--- src/design/fixed_point_q24_8_alu_unit_macros.svh ---
// Assertion macros for the fixed-point ALU back end (fxa_back.sv).
`ifndef FIXED_POINT_Q24_8_ALU_UNIT_MACROS_SVH
`define FIXED_POINT_Q24_8_ALU_UNIT_MACROS_SVH
`ifndef SYNTHESIS
`define FXA_ASSERT_SAME(label, ante, cons) \
  label: assert property (@(posedge clk) disable iff (!rst_n) (ante) |-> (cons)) \
    else $error("fxa assertion failed");
`define FXA_ASSERT_NEXT(label, ante, cons) \
  label: assert property (@(posedge clk) disable iff (!rst_n) (ante) |=> (cons)) \
    else $error("fxa assertion failed");
`else
`define FXA_ASSERT_SAME(label, ante, cons)
`define FXA_ASSERT_NEXT(label, ante, cons)
`endif
`endif

--- src/design/fxa_pkg.sv ---
// Types, constants and helper functions of the fixed-point ALU.
`default_nettype none
package fxa_pkg;
  localparam int WORD_WIDTH  = 32;
  localparam int FRAC_BITS   = 8;
  localparam int NUM_W       = WORD_WIDTH + FRAC_BITS;
  localparam int DIV_STEPS   = NUM_W;
  localparam int QUEUE_DEPTH = 4;
  localparam int QPTR_W      = $clog2(QUEUE_DEPTH);
  localparam int QCNT_W      = $clog2(QUEUE_DEPTH + 1);

  localparam logic [WORD_WIDTH-1:0] WORD_MAX = {1'b0, {(WORD_WIDTH-1){1'b1}}};
  localparam logic [WORD_WIDTH-1:0] WORD_MIN = {1'b1, {(WORD_WIDTH-1){1'b0}}};

  typedef enum logic [3:0] {
    OP_ADD, OP_SUB, OP_MUL, OP_DIV, OP_GT, OP_LT, OP_GE, OP_LE,
    OP_EQ, OP_NE, OP_MIN, OP_MAX, OP_INC, OP_DEC, OP_TO_INT, OP_FROM_INT
  } op_t;

  typedef enum logic [1:0] {
    KIND_DONE, KIND_MUL, KIND_DIV
  } kind_t;

  localparam logic [1:0] ST_OK   = 2'd0;
  localparam logic [1:0] ST_OVF  = 2'd1;
  localparam logic [1:0] ST_DIVZ = 2'd2;

  // One classified word as it waits in the queue.
  typedef struct packed {
    kind_t                 kind;
    logic [WORD_WIDTH-1:0] res;
    logic                  cmp;
    logic [1:0]            st;
    logic                  neg;
    logic [WORD_WIDTH-1:0] ma;
    logic [WORD_WIDTH-1:0] mb;
  } item_t;

  // One stage of the back-end pipeline.
  typedef struct packed {
    logic                  vld;
    kind_t                 kind;
    logic [WORD_WIDTH-1:0] res;
    logic                  cmp;
    logic [1:0]            st;
    logic                  neg;
    logic [WORD_WIDTH-1:0] mb;
    logic [WORD_WIDTH-1:0] rem;
    logic [NUM_W-1:0]      nq;
  } stage_t;

  typedef struct packed {
    logic [WORD_WIDTH-1:0] val;
    logic                  ovf;
  } sat_t;

  // Signed magnitude to a raw word, saturating at the range limits.
  function automatic sat_t sat_mag(input logic neg, input logic [63:0] mag);
    sat_t r;
    if (!neg) begin
      r.ovf = (mag > {{(64-WORD_WIDTH){1'b0}}, WORD_MAX});
      r.val = r.ovf ? WORD_MAX : mag[WORD_WIDTH-1:0];
    end else begin
      r.ovf = (mag > {{(64-WORD_WIDTH){1'b0}}, WORD_MIN});
      r.val = r.ovf ? WORD_MIN : (~mag[WORD_WIDTH-1:0] + 1'b1);
    end
    return r;
  endfunction

  // Saturate a sum that carries one guard bit.
  function automatic sat_t sat_sum(input logic [WORD_WIDTH:0] s);
    sat_t r;
    r.ovf = (s[WORD_WIDTH] != s[WORD_WIDTH-1]);
    r.val = r.ovf ? (s[WORD_WIDTH] ? WORD_MIN : WORD_MAX) : s[WORD_WIDTH-1:0];
    return r;
  endfunction
endpackage
`default_nettype wire

--- src/design/fxa_queue.sv ---
// Short word queue between the front end and the back-end pipeline.
`default_nettype none
module fxa_queue import fxa_pkg::*; (
  input  logic  clk,
  input  logic  rst_n,
  input  logic  push,
  input  item_t push_item,
  input  logic  pop,
  output item_t pop_item,
  output logic  full,
  output logic  empty
);
  item_t              mem_r [QUEUE_DEPTH];
  logic [QPTR_W-1:0]  wr_ptr_r, wr_ptr_nxt, rd_ptr_r, rd_ptr_nxt;
  logic [QCNT_W-1:0]  cnt_r, cnt_nxt;

  assign full     = (cnt_r == QCNT_W'(QUEUE_DEPTH));
  assign empty    = (cnt_r == '0);
  assign pop_item = mem_r[rd_ptr_r];

  always_comb begin
    wr_ptr_nxt = push ? wr_ptr_r + 1'b1 : wr_ptr_r;
    rd_ptr_nxt = pop  ? rd_ptr_r + 1'b1 : rd_ptr_r;
    cnt_nxt    = cnt_r + QCNT_W'(push) - QCNT_W'(pop);
  end

  always_ff @(posedge clk) begin
    if (!rst_n) begin
      wr_ptr_r <= '0;
      rd_ptr_r <= '0;
      cnt_r    <= '0;
    end else begin
      wr_ptr_r <= wr_ptr_nxt;
      rd_ptr_r <= rd_ptr_nxt;
      cnt_r    <= cnt_nxt;
    end
  end

  always_ff @(posedge clk) begin
    if (push) begin
      mem_r[wr_ptr_r] <= push_item;
    end
  end
endmodule
`default_nettype wire

--- config.mk ---
export PLATFORM = sky130hd
export DESIGN_NAME = fxa_queue
export DESIGN_NICKNAME = d
export VERILOG_FILES = /design/src/design/fixed_point_q24_8_alu_unit_macros.svh /design/src/design/fxa_pkg.sv /design/src/design/fxa_queue.sv
export SDC_FILE = /design/constraint.sdc
export NUM_CORES = 1
export LEC_CHECK = 0
export ABC_AREA = 1
export BUFFER_PORTS_ARGS = -buffer_cell sky130_fd_sc_hd__buf_2
export CORE_ASPECT_RATIO = 1.5
export CORE_MARGIN = 2
export CORE_UTILIZATION = 36
export DETAILED_ROUTE_END_ITERATION = 8
export GPL_ROUTABILITY_DRIVEN = 0
export PLACE_DENSITY = 0.58
export SLEW_MARGIN = 15
export SYNTH_ARGS = -nofsm -noshare
export SYNTH_HDL_FRONTEND = slang
export SYNTH_SLANG_ARGS = --single-unit
--- constraint.sdc ---
create_clock -name clk -period 4.5 [get_ports clk]
set_input_delay 0.225 -clock clk [delete_from_list [all_inputs] [get_ports clk]]
set_output_delay 0.225 -clock clk [all_outputs]
set_load 0.02 [all_outputs]
; Word-level counts from Yosys, hierarchy flattened
; Memory sizes are Yosys's and may differ from the RTL's. A register that Yosys moved wholly into a read port is not among the register bits.
; Index checks and enable logic that the tools add are counted.
[totals]
register_bits = 7
mem_bits_rw = 408
input_bits = 106
output_inout_bits = 104
word_cells = 14
n_memories = 1
[classes]
add_sub_neg = 4
n_eq_ne = 1
muxes = 4
n_reduce_logical = 1
[mem_list]
columns = memory, depth, width, read_ports, rd_ports_with_merged_regs, wr, line
row1 = mem_r, 4, 102, 1, 1, 1, fxa_queue.sv:13  ; item_t mem_r [QUEUE_DEPTH];
[op_table]
columns = operator, n
row1 = $add A2 B1 Y2 const B, 2
row2 = $mux W2, 2
row3 = $add A3 B1 Y3, 1
row4 = $eq A3 B3 Y1 const B, 1
row5 = $logic_not A3 Y1, 1
row6 = $sub A3 B1 Y3, 1
row7 = $mux W1, 2

; Logic depth before layout (Yosys ltp)
[depth]
word_depth = 3
ltp_mapped = 8
ltp_nobuf = 8

; Worst setup path before layout
; OpenSTA, ideal clock, no wires.
[synth_path]
path_kind = reg2reg
from = reg wr_ptr_r[0]
to = mem mem_r[2][0] in the netlist's numbering (enable)
setup_time_ps = 455
arrival_ps = 2558
path_slack_ps = 1487
stages_incl_launch_ff = 5
n_path_buf = 0
synth_period_minus_slack_ps = 3013
cell_sequence = dfxtp_1 > inv_1 > ha_1 > nand2_1 > inv_1
[synth_lines]
columns = element, line
row1 = "start, declared", fxa_queue.sv:14  ; logic [QPTR_W-1:0] wr_ptr_r, wr_ptr_nxt, rd_ptr_r, rd_ptr_nxt;
row2 = "start signal, assigned", fxa_queue.sv:33  ; wr_ptr_r <= wr_ptr_nxt;
row3 = "end, declared", fxa_queue.sv:13
; Straight into the memory's write port.

==> results.py <==
metrics = {
    "floorplanning": {
        "dieArea_um2": 47200,
        "initial_core_util": 0.365,
        "die_y_um": 265,
        "ioPinCount": 210,
        "core_area_um2": 44800,
        "die_x_um": 178,
        "num_rows": 95,
    },
    "sta": {
        "max_freq_ghz": 0.373,
        "drv_slew": 0,
        "worstMarginPinSlew_ns": 0.844,
        "finalHoldViolations": 0,
        "period_minus_slack_ns": 2.68,
        "grt_setup_unrepaired": "no",
        "skew_ns": 0.0118,
        "setup_viol": 0,
        "relSlewSlack": 0.438,
        "hold_ws_ns": 0.0564,
        "tns_ns": 0,
        "finalCritPeriodShare": 0.595,
        "worst_slack_ns": 1.82,
    },
    "clock_network": {
        "clk_pin_slew_ns": 0.06,
        "clockBufferDepth": 3,
        "cts_resized": 0,
        "worstSkewPairLatency_ns": 0.53,
        "clkSinkCount": 417,
        "cts_tree": "built",
        "htree_levels": 2,
        "cts_made_buffers": 40,
        "root_buffer": "clkbuf_16",
    },
    "critical_path": {
        "worstSetupPathType": "flop to output pin",
        "timing.rr.start": "wr_ptr_r[1]$_SDFFE_PN0P_",
        "ff2ff_setup_slack_ns": 2.36,
        "worstReg2RegEnd": "mem_r[1][58]$_DFFE_PP_",
        "cp.arrival_ns": 2.45,
        "reg2reg_depth": 5,
        "worstPathRequired_ns": 4.28,
        "worstPathMaxFanout": 82,
        "worstSetupStartpointType": "flop",
        "endpoint_kind": "output pin",
    },
    "synthesis": {
        "ys_ff_latch": 417,
        "synth.net_count": 1358,
        "ys_warn_count": 0,
        "synth_area_leaders": "edfxtp_1 (75%), inv_1 (5.0%), nand2_1 (4.9%)",
        "netlist_instances": 1245,
        "ys_seq_area_frac": 0.761,
        "yosys.cell_types.count": 16,
        "synth_area_um2": 16300,
        "synth_top_area_share": 0.750,
        "synth_area_leader_cell": "edfxtp_1",
        "synth.avg_cell_area_um2": 13.1,
    },
    "grt": {
        "grt_max_degree": 93,
        "grt_pass1_vias": 9864,
        "antenna_found_initial": 0,
        "grt_pass1_wl_mm": 52.2,
        "grt-ovfl-total": 0,
        "grt_usage": 0.142,
    },
    "worst_hold_path": {
        "hold_end": "wr_ptr_r[1]$_SDFFE_PN0P_",
        "hold_depth": 3,
        "min-delay-start": "push",
        "hp-class": "input port to flop",
    },
    "routing": {
        "routed_wl_mm": 33.6,
        "viasPerCell": 4.60,
        "postRouteAntennaNets": 0,
        "drc": 0,
        "via_count": 9924,
        "wl_per_cell_um": 15.6,
        "dr.pass1.iters": 4,
        "drt_iter0_drc": 578,
    },
    "cells_and_area": {
        "antenna_cells": 0,
        "final_common_cell": "edfxtp_1",
        "layout_common_cells": "edfxtp_1 (408), inv_1 (215), nand2_1 (214)",
        "area_growth_pct": 24.4,
        "layout.nets": 1660,
        "n_fill_cell": 3979,
        "drive_gt1_frac": 0.180,
        "final_area_um2": 20300,
    },
    "place": {
        "post_dp_cell_area_um2": 18000,
        "dp_hpwl_mm": 19.6,
        "pre_cts_ws_ns": 2.30,
        "port_buffers": 209,
    },
    "power_and_ir_drop": {
        "total_power_w": 0.00881,
        "leakage_nw": 7.87,
        "ir_worst_vdd_uv": 233,
        "powerDensity_nw_per_um2": 433,
    },
    "outcome": {
        "status": "finished, final reports clean",
    },
    "flow_run": {
        "drv_cap": 0,
    },
}
## cells by family (layout without fill, tap and decap cells)
kind of cell / count (synthesis) / in the layout / share of synthesized area
AND/OR/NAND/NOR: 218 / 218 / 0.0502
buffers and inverters: 287 / 616 / 0.0710
flip-flops: 417 / 417 / 0.761
AO/OA/AOI/OAI: 316 / 316 / 0.112
adder cells (fa/ha/maj): 7 / 7 / 0.00582
## final cells by class
type / instances / area (um^2) / share of cell area
flip-flops and latches: 417 / 12400 / 0.612
multi-input cells: 541 / 2750 / 0.135
repair buffers: 328 / 2270 / 0.112
clock buffers: 48 / 1050 / 0.0518
inverters: 219 / 832 / 0.0409
well taps: 582 / 728 / 0.0358
clock inverters: 21 / 251 / 0.0124
## power breakdown
group          leakage (nW)  internal, W  switching (W)  total (W)
Sequential             3.82      0.00444      0.0000586    0.00450
Clock                 0.635      0.00201        0.00136    0.00336
Combinational          3.41     0.000318       0.000627   0.000946
## state kept, by name, indices dropped and copies added, names as in the netlist, named ones only
signal	count
mem_r	408
cnt_r	3
rd_ptr_r	2
wr_ptr_r	2
## cells in the mapped netlist
library cell	n
edfxtp_1	408
inv_1	219
nand2_1	214
a21oi_1	108
o21ai_0	106
o211ai_1	102
buf_2	51
clkbuf_1	14
dfxtp_1	9
ha_1	6
buf_6	2
nor2_1	2
buf_4	1
fa_1	1
nand3_1	1
nor3_1	1
## stage by stage
step                instances  utilization
floorplan                1245            -
global placement         1983        0.401
detailed placement       1983        0.401
CTS                      2156        0.454
global route             2156        0.454
finish                   2156        0.454
## how the worst max path moves through the flow
stage	start	slack, ns	endpoint	cells after the start
after floorplan	wr_ptr_r[0]$_SDFFE_PN0P_	1.49	mem_r[2][0]$_DFFE_PP_	4
after global placement	wr_ptr_r[1]$_SDFFE_PN0P_	2.26	mem_r[1][9]$_DFFE_PP_	5
after detailed placement	wr_ptr_r[1]$_SDFFE_PN0P_	2.30	mem_r[1][23]$_DFFE_PP_	5
after CTS	flop	1.76	pop_item[67]	5
after global routing	flop	1.61	pop_item[67]	5
final	flop	1.82	pop_item[67]	5
## worst max-delay path, stage by stage, from the launching register on
cell and delay [ns]:
dfxtp_4 0.88, buf_4 0.47, a21oi_1 0.11, o21ai_0 0.09, nand2_1 0.13, buf_2 0.18
## metal layers
layer,vias up,part of all wire,routed length (um),track usage
met5,-,0,0,0
met4,0,0.026,889,0.0512
met3,53,0.039,1320,0.0218
met2,180,0.53,17900,0.262
met1,4759,0.40,13500,0.165
li1,4932,-,-,-
## what timing repair did
action | CTS | global route
hold buffers | 104 | 0
setup buffers | 0 | 0
hold endpoints to repair | 417 | 0
(Power assumes the default switching activity.)
